File: src/hw/rtl/lslw_pkg.sv
// ----------------------------------------------------------------------------
// lslw_pkg
// Shared types, constants and saturation helpers for the lattice whitener.
// ----------------------------------------------------------------------------
`default_nettype none

package lslw_pkg;

  localparam int MAX_ORDER_DEF = 16;

  localparam logic [15:0] FF_RESET     = 16'd65208;
  localparam logic [46:0] INIT_E_RESET = 47'd65536;
  localparam logic [4:0]  ORDER_RESET  = 5'd16;

  localparam logic [1:0] REG_FF     = 2'd0;
  localparam logic [1:0] REG_INIT_E = 2'd1;
  localparam logic [1:0] REG_ORDER  = 2'd2;

  localparam int DIV_STEPS = 40;

  typedef enum logic [1:0] {
    SH_0,
    SH_14,
    SH_16,
    SH_30
  } sh_t;

  typedef struct packed {
    logic               start;
    logic signed [48:0] a;
    logic signed [48:0] b;
    sh_t                sh;
  } mul_req_t;

  typedef struct packed {
    logic               start;
    logic signed [63:0] num;
    logic [47:0]        den;
  } div_req_t;

  function automatic logic [47:0] eclamp(input logic signed [63:0] v);
    logic [47:0] r;
    if (v < 64'sd1) begin
      r = 48'd1;
    end else if (v > 64'sh0000_FFFF_FFFF_FFFF) begin
      r = 48'hFFFF_FFFF_FFFF;
    end else begin
      r = v[47:0];
    end
    return r;
  endfunction

  function automatic logic signed [23:0] errclamp(input logic signed [63:0] v);
    logic signed [23:0] r;
    if (v < -64'sd8388608) begin
      r = 24'sh800000;
    end else if (v > 64'sd8388607) begin
      r = 24'sh7FFFFF;
    end else begin
      r = v[23:0];
    end
    return r;
  endfunction

  function automatic logic signed [31:0] qclamp(input logic signed [63:0] v);
    logic signed [31:0] r;
    if (v < -64'sd2147483648) begin
      r = 32'sh8000_0000;
    end else if (v > 64'sd2147483647) begin
      r = 32'sh7FFF_FFFF;
    end else begin
      r = v[31:0];
    end
    return r;
  endfunction

endpackage

`default_nettype wire

File: src/hw/rtl/lslw_mul.sv
// ----------------------------------------------------------------------------
// lslw_mul
// Sequential signed multiplier: accumulates 49x17 partial products over the 17-bit chunks of b,
// then shifts right, saturates the magnitude at 2^62 and restores the sign.
// ----------------------------------------------------------------------------
`default_nettype none

module lslw_mul (
  input  wire logic               clk,
  input  wire logic               rst,
  input  wire lslw_pkg::mul_req_t req,
  output logic                    done,
  output logic signed [63:0]      res
);

  logic [48:0]   mag_a;
  logic [50:0]   mag_b;
  logic          neg;
  lslw_pkg::sh_t sh;
  logic [96:0]   acc;
  logic [1:0]    phase;
  logic          busy;

  logic [16:0]        chunk;
  logic [65:0]        pp;
  logic [96:0]        pp_sh;
  logic [96:0]        shd;
  logic               sat;
  logic [62:0]        mag63;
  logic signed [63:0] res_next;

  always_comb begin
    unique case (phase)
      2'd0: chunk = mag_b[16:0];
      2'd1: chunk = mag_b[33:17];
      2'd2: chunk = mag_b[50:34];
      default: chunk = '0;
    endcase
    pp = mag_a * chunk;
    unique case (phase)
      2'd0: pp_sh = 97'(pp);
      2'd1: pp_sh = 97'(pp) << 17;
      2'd2: pp_sh = 97'(pp) << 34;
      default: pp_sh = '0;
    endcase
  end

  always_comb begin
    unique case (sh)
      lslw_pkg::SH_0:  shd = acc;
      lslw_pkg::SH_14: shd = acc >> 14;
      lslw_pkg::SH_16: shd = acc >> 16;
      lslw_pkg::SH_30: shd = acc >> 30;
      default:         shd = acc;
    endcase
    sat      = (|shd[96:63]) | (shd[62] & (|shd[61:0]));
    mag63    = sat ? {1'b1, 62'd0} : shd[62:0];
    res_next = neg ? -$signed({1'b0, mag63}) : $signed({1'b0, mag63});
  end

  always_ff @(posedge clk) begin
    if (rst) begin
      busy <= 1'b0;
      done <= 1'b0;
    end else begin
      done <= 1'b0;
      if (req.start) begin
        mag_a <= req.a[48] ? 49'(-req.a) : 49'(req.a);
        mag_b <= {2'b00, (req.b[48] ? 49'(-req.b) : 49'(req.b))};
        neg   <= req.a[48] ^ req.b[48];
        sh    <= req.sh;
        acc   <= '0;
        phase <= 2'd0;
        busy  <= 1'b1;
      end else if (busy) begin
        if (phase == 2'd3) begin
          res  <= res_next;
          done <= 1'b1;
          busy <= 1'b0;
        end else begin
          acc   <= acc + pp_sh;
          phase <= phase + 2'd1;
        end
      end
    end
  end

endmodule

`default_nettype wire

File: config.mk
export PLATFORM = sky130hd
export DESIGN_NAME = lslw_mul
export DESIGN_NICKNAME = d
export VERILOG_FILES = /design/src/hw/rtl/lslw_pkg.sv /design/src/hw/rtl/lslw_mul.sv
export SDC_FILE = /design/constraint.sdc
export NUM_CORES = 2
export LEC_CHECK = 0
export BUFFER_PORTS_ARGS = -buffer_cell sky130_fd_sc_hd__buf_2
export CAP_MARGIN = 25
export CORE_AREA = 2 2 272 301
export DETAILED_ROUTE_END_ITERATION = 8
export DIE_AREA = 0 0 274 303
export PLACE_DENSITY = 0.82
export RECOVER_POWER = 25
export SKIP_LAST_GASP = 1
export SYNTH_ARGS = -nofsm -noshare
export SYNTH_HDL_FRONTEND = slang
export SYNTH_SLANG_ARGS = --single-unit
export TNS_END_PERCENT = 50
File: constraint.sdc
create_clock -name clk -period 12.46 [get_ports clk]
set_input_delay 3.738 -clock clk [delete_from_list [all_inputs] [get_ports clk]]
set_output_delay 3.738 -clock clk [all_outputs]
set_load 0.01 [all_outputs]
==> metrics.txt <==
FILL cells 6,608; cts hold-fix bufs 0; port buffer count 167; DRC viols 0; Synth warnings 0; final WL 146 mm; first-pass GRT wire length 226 mm; grt ovf 0; Antenna Cells 0; failing checks max-capacitance violations, max-slew violations; Antenna Nets Post-Route 0; XOR/XNOR Fraction of Synth Area 4.99%; Worst Skew 52.9 ps; TritonCTS Buffers 34; die height 303 um; multi-input logic area 0.0355 mm2; count of cell types in the netlist 80; final net count 6,461; clock latency on the worst-skew pair 600 ps; clock sink total 266; Crit Path Class flip-flop to flip-flop; CP max stage delay around 600 ps; final-report hold violation count 0; layout cells sized above 1 7.80%; Net Count, Synth around 6,500; Critical Path RT 12,790 ps; Top cell by count, worst path fa_1; detailed placer's ending HPWL 115 mm; Slew HR -118%; clk root buf clkbuf_16; CTS max path bufs 3; count of state elements after synthesis between 200 and 300; post-synthesis compound-gate area fraction 12.3%; post-CTS setup buffer count 0; fin crit share 94.8%; GRT Overall Usage 35.5%; Primary FF master, synth edfxtp_1; area leader, netlist fa_1; drt wl/cell 22.5 um; mapped cell area around 0.048 mm2; H-tree levels 2; final slew viol count approximately 480; initial antenna violation count 1; Via density around 6.2; Final min period 11,810 ps; number of enable flip-flop cells after synthesis 264; Syn-to-layout area delta 6.26%; RePlAce Congestion 1.05; share of the synthesized area in the top cell type between 20% and 30%; die width 274 um; Mean Syn Cell Area 8.82 um2; Syn Inst Count 5,409; Pre-antenna DRT Iters 6; initial core utilization 59.7%; RSZ-0062 raised after global routing false; TritonCTS clock tree done; Die ar. 0.0830 mm2; multiplexer share of the synthesized area under 10%; initial drt markers around 4,100; Reg area 0.00797 mm2; Arrival @ worst endpoint roughly 12,000 ps; Synth async-reset ratio 0%; setup TNS 0 ps; largest net degree at the start of global routing 75; PostCTS Resize Cnt 0; clock-pin slew on the worst setup and hold paths 70 ps; status finished with violations; max_cap viols 10; Worst Setup Start Kind flip-flop; vias in the first global route 40,800; sequential area share after synthesis 16.7%; Vias 40,500; Min-Delay Path Class flip-flop to flip-flop; fmax ~0.085 GHz; actual slew at the worst max-slew pin 3260 ps; # IOs 168; Core Footprint 0.0799 mm2; Setup Viol. Count Final 0; Post-Synth Adder-Cell Area 36.0%; Slowest-stage cell, CP fa_1; simple-gate share of the synthesized area 17.6%; largest family of logic cells by synthesized area adder cells; placement row count 109; Synth area leaders fa_1 (30%), edfxtp_1 (17%), inv_1 (6.9%); CP Capture Type flip-flop; CP Max Fanout 32
[through the flow]
stage               util (%)  setup WS (ps)  cell area (um2)  instances  hold WS [ps]
CTS                     63.5            536            50700       6488           530
global placement        62.1            767            49600       6427           529
finish                  63.4            646            50700       6488           534
detailed placement      62.1            583            49600       6428           523
floorplan                  -           1740            47700       5409           468
global route            63.4           52.3            50700       6488           536
[state kept, by name, summed over array words and instances, names as in the netlist]
| register | count |
|---|---|
| mag_a | 49 |
| sh | 2 |
| res | 64 |
| acc | 97 |
| done | 1 |
| neg | 1 |
| phase | 2 |
| busy | 1 |
| mag_b | 49 |
[logic make-up (layout without fill, tap and decap cells)]
kind of cell    Yosys count  count (layout)
mux                      84              84
flops                   266             266
fa+ha+maj               948             948
xor+xnor                272             272
simple gates           1781            1781
compound gates          899             899
buf+inv                1159            1184
[cell type report]
class                           count  share of cell area [%]
Tap cell                         1054                    2.60
Clock buffer                       37                    1.70
Sequential cell                   266                    15.7
Clock inverter                     23                   0.501
Inverter                          873                    6.46
Timing Repair Buffer              251                    2.99
Multi-Input combinational cell   3984                    70.0
[worst paths after layout]
kind                                from      end  slack [ps]  depth (start not counted)
worst max-delay path            phase[0]  acc[92]         650                         39
worst min-delay path                busy     done         530                          1
worst max register to register  phase[0]  acc[92]         650                         39
worst min register to register      busy     done         530                          1
[cells in the mapped netlist, drive strengths merged, types with 9 or more instances]
cell    count
a211oi     25
a21boi      9
a21o      125
a21oi     210
a221oi      9
a222oi     16
a31oi      35
a41oi       9
and2      312
and3       19
buf        43
clkbuf    243
edfxtp    264
fa        705
ha        243
inv       873
mux2       12
mux2i      13
mux4       59
nand2     794
nand2b     30
nand3      61
nand4      49
nor2      303
nor2b      24
nor3       58
nor3b      11
nor4       31
o211ai     15
o21a       19
o21ai     218
o21bai     28
o221ai     17
o22ai      25
o31ai      59
o41ai      12
or2        21
or3        30
or4        24
xnor2     185
xor2       87
[critical path: cells and delay by family, from the launching register on]
kind / cells / cell delay (ps)
xor+xnor: 1 / 310
buf+inv: 8 / 1240
compound gates: 10 / 2690
flops: 1 / 440
fa+ha+maj: 9 / 4470
mux: 1 / 350
simple gates: 10 / 2020
[per-layer routing]
layer	vias up	global-route usage [%]	share of wire, %
met5	-	0	0.0055
met2	2308	58.2	48
li1	17600	-	-
met4	2	18.8	6.3
met3	565	6.64	9.7
met1	20000	44.8	36
[cell usage in the layout (no fill, tap or decap), types with 19 or more instances in the layout]
| cell type | n |
|---|---|
| nor2b_1 | 24 |
| nor3_1 | 57 |
| nand4_1 | 48 |
| a31oi_1 | 35 |
| a21o_1 | 125 |
| nor4_1 | 30 |
| or2_2 | 20 |
| xnor2_1 | 185 |
| buf_4 | 68 |
| and3_1 | 19 |
| nand2b_1 | 30 |
| xor2_1 | 87 |
| nand2_1 | 794 |
| fa_1 | 705 |
| a21oi_1 | 209 |
| or3_1 | 29 |
| clkbuf_16 | 34 |
| or4_1 | 19 |
| edfxtp_1 | 264 |
| o21bai_1 | 28 |
| ha_1 | 239 |
| and2_1 | 312 |
| inv_1 | 873 |
| o31ai_1 | 56 |
| o21a_1 | 19 |
| mux4_2 | 59 |
| nand3_1 | 61 |
| o21ai_0 | 214 |
| o22ai_1 | 25 |
| nor2_1 | 286 |
| a211oi_1 | 25 |
| buf_2 | 162 |
Power is left out: the tool's default activity adds up to more than one toggle a clock period on the data nets, which glitch-free logic cannot reach.
