### src/hw/rtl/lslw_pkg.sv
// ----------------------------------------------------------------------------
// lslw_pkg
// Shared types, constants and saturation helpers for the lattice whitener.
// ----------------------------------------------------------------------------
`default_nettype none

package lslw_pkg;

  localparam int MAX_ORDER_DEF = 16;

  localparam logic [15:0] FF_RESET     = 16'd65208;
  localparam logic [46:0] INIT_E_RESET = 47'd65536;
  localparam logic [4:0]  ORDER_RESET  = 5'd16;

  localparam logic [1:0] REG_FF     = 2'd0;
  localparam logic [1:0] REG_INIT_E = 2'd1;
  localparam logic [1:0] REG_ORDER  = 2'd2;

  localparam int DIV_STEPS = 40;

  typedef enum logic [1:0] {
    SH_0,
    SH_14,
    SH_16,
    SH_30
  } sh_t;

  typedef struct packed {
    logic               start;
    logic signed [48:0] a;
    logic signed [48:0] b;
    sh_t                sh;
  } mul_req_t;

  typedef struct packed {
    logic               start;
    logic signed [63:0] num;
    logic [47:0]        den;
  } div_req_t;

  function automatic logic [47:0] eclamp(input logic signed [63:0] v);
    logic [47:0] r;
    if (v < 64'sd1) begin
      r = 48'd1;
    end else if (v > 64'sh0000_FFFF_FFFF_FFFF) begin
      r = 48'hFFFF_FFFF_FFFF;
    end else begin
      r = v[47:0];
    end
    return r;
  endfunction

  function automatic logic signed [23:0] errclamp(input logic signed [63:0] v);
    logic signed [23:0] r;
    if (v < -64'sd8388608) begin
      r = 24'sh800000;
    end else if (v > 64'sd8388607) begin
      r = 24'sh7FFFFF;
    end else begin
      r = v[23:0];
    end
    return r;
  endfunction

  function automatic logic signed [31:0] qclamp(input logic signed [63:0] v);
    logic signed [31:0] r;
    if (v < -64'sd2147483648) begin
      r = 32'sh8000_0000;
    end else if (v > 64'sd2147483647) begin
      r = 32'sh7FFF_FFFF;
    end else begin
      r = v[31:0];
    end
    return r;
  endfunction

endpackage

`default_nettype wire

### src/hw/rtl/lslw_div.sv
// ----------------------------------------------------------------------------
// lslw_div
// Restoring divider for (num * 2^30) / den, one quotient bit per cycle,
// truncated toward zero and saturated at magnitude 2^40.
// ----------------------------------------------------------------------------
`default_nettype none

module lslw_div (
  input  wire logic               clk,
  input  wire logic               rst,
  input  wire lslw_pkg::div_req_t req,
  output logic                    done,
  output logic signed [41:0]      q
);

  logic [47:0] den_r;
  logic [47:0] rem;
  logic [39:0] nb;
  logic [39:0] quo;
  logic        neg;
  logic [5:0]  cnt;
  logic        busy;

  logic [63:0] mag;
  logic [53:0] hi;
  logic [47:0] den_eff;
  logic [48:0] trial;
  logic        take;
  logic [39:0] quo_next;

  always_comb begin
    mag      = req.num[63] ? 64'(-req.num) : 64'(req.num);
    hi       = mag[63:10];
    den_eff  = (req.den == 48'd0) ? 48'd1 : req.den;
    trial    = {rem, nb[39]};
    take     = trial >= {1'b0, den_r};
    quo_next = {quo[38:0], take};
  end

  always_ff @(posedge clk) begin
    if (rst) begin
      busy <= 1'b0;
      done <= 1'b0;
    end else begin
      done <= 1'b0;
      if (req.start) begin
        neg   <= req.num[63];
        den_r <= den_eff;
        if (hi >= {6'd0, den_eff}) begin
          q    <= req.num[63] ? -$signed({2'b01, 40'd0}) : $signed({2'b01, 40'd0});
          done <= 1'b1;
        end else begin
          rem  <= hi[47:0];
          nb   <= {mag[9:0], 30'd0};
          quo  <= '0;
          cnt  <= '0;
          busy <= 1'b1;
        end
      end else if (busy) begin
        rem <= take ? 48'(trial - {1'b0, den_r}) : trial[47:0];
        nb  <= {nb[38:0], 1'b0};
        quo <= quo_next;
        cnt <= cnt + 6'd1;
        if (cnt == 6'(lslw_pkg::DIV_STEPS - 1)) begin
          q    <= neg ? -$signed({2'b00, quo_next}) : $signed({2'b00, quo_next});
          done <= 1'b1;
          busy <= 1'b0;
        end
      end
    end
  end

endmodule

`default_nettype wire
### config.mk
export PLATFORM = sky130hd
export DESIGN_NAME = lslw_div
export DESIGN_NICKNAME = d
export VERILOG_FILES = /design/src/hw/rtl/lslw_pkg.sv /design/src/hw/rtl/lslw_div.sv
export SDC_FILE = /design/constraint.sdc
export NUM_CORES = 1
export LEC_CHECK = 0
export CAP_MARGIN = 10
export CORE_ASPECT_RATIO = 1.75
export CORE_MARGIN = 2
export CORE_UTILIZATION = 50
export CTS_CLUSTER_DIAMETER = 80
export DETAILED_ROUTE_END_ITERATION = 6
export DONT_BUFFER_PORTS = 1
export PLACE_DENSITY = 0.69
export SETUP_SLACK_MARGIN = 0.05
export SLEW_MARGIN = 20
export SYNTH_ARGS = -nofsm -noshare
export SYNTH_HDL_FRONTEND = slang
export SYNTH_SLANG_ARGS = --single-unit
export TNS_END_PERCENT = 10
### constraint.sdc
create_clock -name clk -period 10.72 [get_ports clk]
set_input_delay 1.072 -clock clk [delete_from_list [all_inputs] [get_ports clk]]
set_output_delay 1.072 -clock clk [all_outputs]
set_load 0.05 [all_outputs]
==> impl_metrics.yaml, run 1 <==
outcome:
  status: "finished, final reports clean"
cells_and_area:
  fill_cells: 2659
  drive_above_1_share_pct: 6.15
  seq_area_um2: 5870
  utilization_pct: 53.1
  final_common_cell: "edfxtp_1"
  area_growth_pct: 5.13
  most-common-layout-cells: "edfxtp_1 (194), nor2_1 (129), inv_1 (120), nand2_1 (106), a21oi_1 (101)"
  stdcell_area_um2: 15100
  multi_input_area_um2: 7670
  num_antenna_cells: 0
  nets: 1681
detailed_routing:
  drc: 0
  dr.pass1.iters: 5
  viasPerCell: 6.14
  drt_iter0_drc: 610
  wl_per_cell_um: 21.0
  ant_nets: 0
  drt_wl_total_um: 39100
  vias: 11403
critical_path:
  worstPathRequired_ns: 10.81
  r2r_slack_ns: 4.67
  cp-end-kind: "register"
  crit_fanout: 56
  rr_endpoint: "q[34]$_SDFFCE_PP0P_"
  reg2reg_depth: 18
  startpoint_type: "primary input"
  r2r_start: "rem[25]$_DFFE_PP_"
  cp.arrival_ns: 7.25
  critical_path_class: "in -> reg"
global_route:
  grt_pass1_wl_um: 61200
  use_met3_pct: 5.17
  overflow: 0
  use_met1_pct: 26.0
  grt_start_max_net_pins: 135
  busiest_layer: "met2"
  antenna_found_initial: 0
  grt_pass1_vias: 11666
  grt_usage_pct: 25.9
  grt_use_met2_pct: 47.6
worst_hold_path:
  hold_class: "reg -> reg"
  holdPathEnd: "busy$_SDFFE_PP0P_"
  min_from: "busy$_SDFFE_PP0P_"
  holdPathStages: 1
power:
  power_density_nw_per_um2: 125
  irDropWorstVdd_mv: 0.120
  leakage_nw: 5.73
yosys:
  syn_avg_cell_area_um2: 9.23
  synth_cell_type_count: 67
  yosysSeqAreaShare_pct: 40.8
  synthCells: 1559
  synth_edf_count: 194
  ys.flop_type: "edfxtp_1"
  yosysWarnings: 0
  yosys_register_bits: 196
  netlist_area_um2: 14400
  synthesis.nets: 1774
  async_flop_share_pct: 0
die:
  initial_core_util_pct: 50.5
  rows: 82
  die_y_um: 228
  core_area_um2: 28500
  fp.dieW_um: 132
  boundaryPins: 158
  dieArea_um2: 30200
cts:
  ctsRootBufferMaster: "clkbuf_16"
  clock_path_buffers: 2
  tritoncts: "yes"
  cts.sinks: 196
  cts_hold_buffers: 0
  ctsResizeCount: 0
  clk_latency_ns: 0.46
  numCtsBuffers: 17
  clk_pin_slew_ns: 0.08
  cts-htree-levels: 4
  post-cts-setup-buffers: 0
timing:
  relSlewSlack_pct: 34.3
  finalCritPeriodShare_pct: 66.9
  hold_viol_final: 0
  maxSlewViolCount: 0
  fmax_ghz: 0.140
  fin_tns_setup_ns: 0
  final.setup_skew_ns: 0.0132
  fin_hold_ws_ns: 0.516
  rsz0062_at_grt: "no"
  tightest_slew_ns: 0.977
  setup_viol: 0
  fin_crit_ns: 7.17
flow_run:
  cap_violations: 0
placed_design:
  place_congestion: 0.920
  dp_hpwl_um: 29200
  placed_cell_area_um2: 14500
  portBuffers: 0
-- power by group --
group	total (mW)	leakage, nW	internal, mW	switching (mW)
clock network	0.663	0.285	0.351	0.312
logic	0.328	3.64	0.137	0.192
registers	0.905	1.81	0.872	0.0334
-- worst max-delay path, stage by stage --
cell       delay [ns]
or4_1            0.58
nor4_1           0.61
nand2_1          0.19
nor2_1           0.41
nand3_1          0.27
o31ai_1          0.33
xnor2_1          0.19
ha_1             0.28
a21o_1           0.19
a21o_1           0.18
a21oi_1          0.16
o21ai_0          0.18
a22oi_1          0.31
o311ai_0         0.20
a211oi_1         0.25
and3_1           0.39
o2bb2ai_4        0.14
buf_4            0.55
buf_4            0.75
-- routing by layer --
| metal | wire (µm) | vias to the layer above |
|---|---|---|
| met5 | 0 | - |
| met4 | 2630 | 0 |
| met3 | 2060 | 114 |
| met2 | 20600 | 378 |
| met1 | 13800 | 5442 |
| li1 | - | 5469 |
-- area by class of cell --
cell class	instances	area share [%]
multi-input cells	1121	50.7
flip-flops and latches	196	38.8
well taps	378	3.13
inverters	121	3.00
clock buffers	18	2.84
clock inverters	14	1.12
repair buffers	9	0.447
-- flip-flops by register name, indices dropped and copies added (netlist names) --
name	count
busy	1
quo	39
cnt	6
done	1
nb	10
rem	48
q	42
neg	1
den_r	48
-- Yosys cell counts, drive strengths merged (4+ instances only) --
library cell  number  area share, %
edfxtp           194             40
nor2             130            3.4
inv              120            3.1
clkbuf           115            3.0
nand2            106            2.8
a21oi            102            3.5
ha                99            8.6
o21ai             85            3.0
xnor2             73            4.4
xor2              61            3.7
nor2b             44            1.9
a21o              39            2.0
nand4             35            1.5
o31ai             35            1.8
nand3             28           0.97
o41ai             27            1.7
or3               27            1.3
nor4              26            1.2
mux2              24            1.9
a31oi             22           0.96
nor3              22           0.76
a211oi            15           0.78
or2               12           0.52
or4               12           0.65
nand2b            10           0.43
and3               9           0.39
o21a               9           0.47
o211ai             8           0.42
buf                6           0.17
mux2i              6           0.42
a211o              4           0.24
a221o              4           0.28
o21bai             4           0.21
-- per-stage QoR --
stage                     instances  power, mW  setup slack, ns
final                          1857       1.90             3.55
after global routing           1857       1.98             3.11
after CTS                      1857       1.91             3.49
after detailed placement       1825       1.25             3.03
after global placement         1825       1.24             3.21
after floorplan                1559       1.19             2.47
-- logic make-up (layout without fill, tap and decap cells) --
| family | count (synthesis) | in the layout | synth area share [%] |
|---|---|---|---|
| flops | 196 | 196 | 40.8 |
| fa+ha+maj | 100 | 100 | 8.74 |
| mux | 30 | 30 | 2.29 |
| xor+xnor | 134 | 134 | 8.15 |
| compound gates | 379 | 379 | 17.0 |
| simple gates | 478 | 478 | 16.8 |
| buf+inv | 242 | 162 | 6.33 |
-- worst max path at each step --
| stage | startpoint | depth (start not counted) | end |
|---|---|---|---|
| 6_report | req[56] | 19 | quo[30]$_SDFFCE_PP0P_ |
| 5_1_grt | req[56] | 19 | rem[43]$_DFFE_PP_ |
| 4_1_cts | req[56] | 19 | quo[30]$_SDFFCE_PP0P_ |
| 3_5_place_dp | req[56] | 19 | rem[30]$_DFFE_PP_ |
| 3_3_place_gp | req[56] | 19 | cnt[4]$_SDFFCE_PP0P_ |
| 2_1_floorplan | req[60] | 15 | q[0]$_SDFFCE_PP0P_ |
(Power assumes the default switching activity.)
==> inputs of run 2 (changes only) <==
PLACE_DENSITY = 0.72   (was 0.69)
clock period = 6.4 ns   (was 10.72 ns; I/O delays follow)
==> run 2 against run 1 <==
The run now ends with design-rule violations left; via count grew 0.95%; first-iteration DRC count increased by 20%; die area stayed put; global-route usage shrank 0.51 points; setup slack got worse by 2.6 ns; count of clock-buffer cells in the layout increased by 1; largest cell class unchanged; largest power group unchanged; highest routed layer unchanged.
==> impl_metrics.yaml, run 2 (synthesis gave the netlist of run 1 again) <==
outcome:
  status: "finished with violations"
  violations: "design-rule violations"
cells_and_area:
  drive_above_1_share_pct: 6.27
  utilization_pct: 53.1
  num_antenna_cells: 0
  most-common-layout-cells: "edfxtp_1 (194), nor2_1 (129), inv_1 (120), nand2_1 (106), a21oi_1 (101)"
  area_growth_pct: 5.26
  largestRegisters: "den_r: 48 flops, rem: 48 flops, q: 42 flops"
  fill_cells: 2653
  final_common_cell: "edfxtp_1"
  seq_area_um2: 5870
  nets: 1687
  stdcell_area_um2: 15200
  stdcell_count: 1862
  multi_input_area_um2: 7670
timing:
  fin_tns_setup_ns: 0
  finalCritPeriodShare_pct: 85.7
  fin_crit_ns: 5.49
  rsz0062_at_grt: "no"
  fmax_ghz: 0.182
  fin_ws_ns: 0.913
  setup_viol: 0
  final.setup_skew_ns: 0.0172
  tightest_slew_ns: 0.860
  relSlewSlack_pct: 42.6
  maxSlewViolCount: 0
  hold_viol_final: 0
critical_path:
  worstPathRequired_ns: 6.52
  r2r_start: "rem[6]$_DFFE_PP_"
  path_buf_inv: 1
  crit_top_cell: "a21o_1"
  startpoint_type: "primary input"
  critical_path_class: "in -> reg"
  reg2reg_depth: 17
  r2r_slack_ns: 1.26
  cp-end-kind: "register"
  cp.arrival_ns: 5.60
  crit_family: "simple AND/OR/NAND/NOR gates"
  crit_chain: "or4_1, nor3_1, nand4_1, or2_2, o41ai_1, xnor2_1, ha_1, a21o_1, a21o_1, a21oi_1, o21ai_0, a22oi_1, o311ai_0, a211oi_1, and3_1, o2bb2ai_4, buf_12"
  crit_path_top_delay_cell: "or4_1"
  rr_endpoint: "q[34]$_SDFFCE_PP0P_"
  crit_fanout: 69
  max_stage_delay_ns: 0.56
  crit_start: "req[70]"
global_route:
  grt_pass1_vias: 11721
  grt_usage_pct: 25.4
  grt_start_max_net_pins: 135
  overflow: 0
  grt_pass1_wl_um: 60400
  antenna_found_initial: 0
worst_hold_path:
  holdPathStages: 0
  hold_class: "in -> reg"
  holdPathEnd: "den_r[18]$_DFFE_PP_"
  min_from: "req[18]"
power:
  p_sw_share_pct: 28.3
  leakage_nw: 5.76
  p_switching_mw: 0.880
  power_density_nw_per_um2: 206
  intPower_mw: 2.23
  clkPwrFrac_pct: 33.6
  irDropWorstVdd_mv: 0.196
  power_frac_seq_pct: 48.7
  combPwrFrac_pct: 17.7
cts:
  tritoncts: "yes"
  clk_pin_slew_ns: 0.08
  ctsResizeCount: 0
  cts_hold_buffers: 0
  cts.sinks: 196
  cts-htree-levels: 4
  clk_latency_ns: 0.46
  ctsRootBufferMaster: "clkbuf_16"
  post-cts-setup-buffers: 0
  clock_path_buffers: 2
  numCtsBuffers: 17
detailed_routing:
  met2WireLength_um: 19600
  highest_layer: "met4"
  route.met3.wl_um: 2210
  drc: 4
  vias: 11511
  drt_wl_total_um: 38400
  dr.pass1.iters: 7
  drt_iter0_drc: 733
  wl_per_cell_um: 20.6
  ant_nets: 0
  viasPerCell: 6.18
  wl_met1_um: 13800
die:
  rows: 82
  boundaryPins: 158
  initial_core_util_pct: 50.5
  core_area_um2: 28500
  die_y_um: 228
  fp.dieW_um: 132
  dieArea_um2: 30200
flow_run:
  cap_violations: 0
placed_design:
  dp_hpwl_um: 29000
  portBuffers: 0
  placed_cell_area_um2: 14600
  place_congestion: 0.912
  placedCellCount: 1831
  dpl_worst_slack_ns: 0.450
==> run 2: changes by cell type in the layout (fill, tap and decap cells not counted), moves of 2 or more <==
cell	change
buf_4	+4
clkinvlp_4	-3
buf_12	+2
clkinv_4	+2
inv_6	-2
==> run 2: cell type report <==
class,instances,share of cell area [%]
Clock buffer,19,2.86
Clock inverter,12,0.801
Inverter,121,3.00
Multi-Input combinational cell,1121,50.6
Sequential cell,196,38.7
Tap cell,378,3.12
Timing Repair Buffer,15,0.908
==> run 2: worst max-delay path by stage <==
stage	endpoint	slack (ns)	cells past startpoint
detailed placement	rem[31]$_DFFE_PP_	0.45	19
global placement	rem[31]$_DFFE_PP_	0.58	19
finish	rem[31]$_DFFE_PP_	0.91	17
global route	rem[27]$_DFFE_PP_	0.63	19
CTS	rem[31]$_DFFE_PP_	0.93	19
floorplan	cnt[0]$_SDFFCE_PP0P_	-1.05	17
==> run 2: power by group through the flow <==
stage / clock network (mW) / logic, mW / registers, mW
6_report: 1.05 / 0.551 / 1.52
3_3_place_gp: 0 / 0.536 / 1.54
2_1_floorplan: 0 / 0.443 / 1.54
5_1_grt: 1.10 / 0.615 / 1.52
3_5_place_dp: 0 / 0.544 / 1.55
4_1_cts: 1.06 / 0.548 / 1.52
==> run 2: through the flow <==
| step | hold WS, ns | power [mW] |
|---|---|---|
| after floorplan | 0.469 | 1.99 |
| after global placement | 0.478 | 2.08 |
| after detailed placement | 0.488 | 2.09 |
| after CTS | 0.251 | 3.13 |
| after global routing | 0.253 | 3.24 |
| final | 0.265 | 3.11 |
==> run 2: layer usage <==
layer	track usage (%)	vias to the layer above
met5	0	-
met4	18.6	0
met3	5.21	136
met2	45.8	430
met1	25.5	5464
li1	-	5481
==> inputs of run 3 (changes only) <==
ABC_AREA = 1   (was not set)
==> run 3 against run 2 <==
The run now ends clean; maximum frequency up 16%; critical path depth up 6; sequential power up 3%; flip-flop and latch count unchanged; setup slack better by 0.77 ns; via count up 26%; sequential share of layout area down 3.7 points; combinational power up 56%; first-iteration DRC count up 29%; utilization about the same; critical endpoint is now q[5]$_SDFFCE_PP0P_.
==> impl_metrics.yaml, run 3 <==
timing:
  maxSlewViolCount: 0
  rsz0062_at_grt: "no"
  fin_tns_setup_ns: 0
  setup_viol: 0
  fmax_ghz: 0.212
  finalCritPeriodShare_pct: 73.7
  fin_crit_ns: 4.72
  tightest_slew_ns: 0.962
  relSlewSlack_pct: 35.6
  hold_viol_final: 0
  final.setup_skew_ns: 0.0189
yosys:
  ys.flop_type: "edfxtp_1"
  synthesis.nets: 2411
  synth_top_area_share_pct: 36.4
  yosys.area.top_type: "edfxtp_1"
  netlist_area_um2: 16000
  yosys_register_bits: 196
  synth_edf_count: 194
  synth_most_common_cell: "nand2_1"
  synth_cell_type_count: 56
  synth.area.top_cells: "edfxtp_1 (36%), nand2_1 (11%), ha_1 (7.7%)"
  synthCells: 2196
  syn_avg_cell_area_um2: 7.29
  synthTopCellsByCount: "nand2_1 (464), nor2_1 (316), inv_1 (311), edfxtp_1 (194), a21oi_1 (135)"
  async_flop_share_pct: 0
  yosysSeqAreaShare_pct: 36.7
  yosysWarnings: 0
detailed_routing:
  viasPerCell: 5.73
  dr.pass1.iters: 5
  vias: 14548
  drt_wl_total_um: 53500
  ant_nets: 0
  drt_iter0_drc: 944
  wl_per_cell_um: 21.0
  drc: 0
cts:
  cts-htree-levels: 4
  cts.sinks: 196
  ctsResizeCount: 0
  cts_hold_buffers: 0
  tritoncts: "yes"
  ctsRootBufferMaster: "clkbuf_16"
  clk_pin_slew_ns: 0.08
  post-cts-setup-buffers: 0
  numCtsBuffers: 17
  clk_latency_ns: 0.47
  clock_path_buffers: 2
critical_path:
  crit_top_cell: "nand3_1"
  worstPathRequired_ns: 6.48
  crit_family: "simple AND/OR/NAND/NOR gates"
  path_buf_inv: 3
  startpoint_type: "primary input"
  cp.arrival_ns: 4.79
  crit_path_top_delay_cell: "nand2_2"
  r2r_slack_ns: 1.94
  critical_path_class: "in -> reg"
  cp-end-kind: "register"
  crit_chain: "inv_1, nand3_2, nor3_2, nand3_1, nor2_2, nand2_1, o31ai_2, nand2_1, xor2_1, inv_1, ha_1, nand2_1, inv_1, nand3_1, nor3_1, nand3_1, nand2_1, nor2_1, nand3_1, nor2_1, nand4_1, nand3_1, nand2_2"
  crit_fanout: 42
  max_stage_delay_ns: 0.72
power:
  intPower_mw: 2.32
  irDropWorstVdd_mv: 0.205
  clkPwrFrac_pct: 30.4
  power_density_nw_per_um2: 208
  leakage_nw: 7.20
  total_power_mw: 3.49
  p_switching_mw: 1.17
  p_sw_share_pct: 33.6
  combPwrFrac_pct: 24.7
  power_frac_seq_pct: 44.9
die:
  boundaryPins: 158
  initial_core_util_pct: 50.7
  dieArea_um2: 33500
  rows: 86
  core_area_um2: 31500
  fp.dieW_um: 139
  die_y_um: 241
global_route:
  grt_usage_pct: 32.0
  grt_pass1_vias: 14922
  overflow: 0
  antenna_found_initial: 0
  grt_pass1_wl_um: 81500
  grt_start_max_net_pins: 130
cells_and_area:
  largestRegisters: "den_r: 48 flops, rem: 48 flops, q: 42 flops"
  drive_above_1_share_pct: 5.22
  num_antenna_cells: 0
  stdcell_count: 2540
  final_common_cell: "nand2_1"
  most-common-layout-cells: "nand2_1 (463), nor2_1 (315), inv_1 (311), edfxtp_1 (194), a21oi_1 (134)"
  fill_cells: 3092
  area_growth_pct: 4.69
  nets: 2346
  utilization_pct: 53.1
placed_design:
  place_congestion: 1.04
  placedCellCount: 2508
  dp_hpwl_um: 43700
  portBuffers: 0
outcome:
  status: "finished, final reports clean"
worst_hold_path:
  hold_class: "in -> reg"
flow_run:
  cap_violations: 0
run 3: changes by cell type after synthesis, moves of 32 or more:
cell / change
o31ai_1: -32
nor2b_1: -44
xnor2_1: -42
a21oi_1: +33
clkbuf_1: -41
nor2_1: +186
nand3_1: +82
inv_1: +191
o21ai_1: +42
a21o_1: -33
nand2_1: +358
run 3: logic make-up after synthesis:
kind of cell,after synthesis,synth area share [%]
adders and majority gates,100,7.87
buffers and inverters,418,10.2
DFF,196,36.7
AOI/OAI and AO/OA,362,12.7
and+or+nand+nor,1025,27.4
xor gates and xnor gates,95,5.20
run 3: power by group through the flow:
stage | registers [mW] | logic, mW | clock network, mW
floorplan | 1.59 | 0.627 | 0
global placement | 1.59 | 0.833 | 0
detailed placement | 1.60 | 0.844 | 0
CTS | 1.57 | 0.850 | 1.08
global route | 1.57 | 0.953 | 1.12
finish | 1.57 | 0.861 | 1.06
run 3: path summary, 6_finish.rpt:
kind | startpoint | to | cells after the start
hold reg to reg | busy$_SDFFE_PP0P_ | busy$_SDFFE_PP0P_ | 2
hold / removal | req[4] | den_r[4]$_DFFE_PP_ | 0
setup / recovery | req[48] | q[5]$_SDFFCE_PP0P_ | 23
setup reg to reg | rem[39]$_DFFE_PP_ | q[34]$_SDFFCE_PP0P_ | 20
run 3: per-layer routing:
layer,global-route usage (%),vias up,wire (µm),part of all wire (%)
met5,0,-,0,0
met4,24.5,0,4650,8.7
met3,7.00,203,3290,6.1
met2,61.5,565,28600,54
met1,28.8,6721,16900,32
li1,-,7059,-,-
run 3: area by class of cell:
cell class / count / area [µm²] / share of cell area (%)
well taps: 396 / 495 / 2.96
clock buffers: 17 / 425 / 2.54
multi-input cells: 1582 / 8520 / 50.9
clock inverters: 15 / 143 / 0.852
flip-flops and latches: 196 / 5870 / 35.0
inverters: 326 / 1230 / 7.34
repair buffers: 8 / 72.6 / 0.433
run 3: worst register-to-register path, stage by stage (launching register included):
cell,delay (ns)
edfxtp_1,0.43
ha_1,0.34
nand2_1,0.23
a21oi_1,0.07
nor2_1,0.36
nand2_1,0.15
a21oi_2,0.19
nand3_2,0.14
nor2_8,0.24
ha_1,0.24
inv_1,0.09
nor3_2,0.34
nand2_1,0.14
nor2_2,0.15
nand3_1,0.24
inv_1,0.15
a31oi_1,0.18
nor2_2,0.28
nand3_1,0.13
nand2_1,0.08
nor2_1,0.05
run 3: stage by stage:
step	instance area [µm²]	setup WS, ns	hold WS [ns]
final	16700	1.68	0.261
after global routing	16700	1.24	0.248
after CTS	16700	1.66	0.246
after detailed placement	16200	1.18	0.461
after global placement	16200	1.40	0.444
after floorplan	16000	1.09	0.436
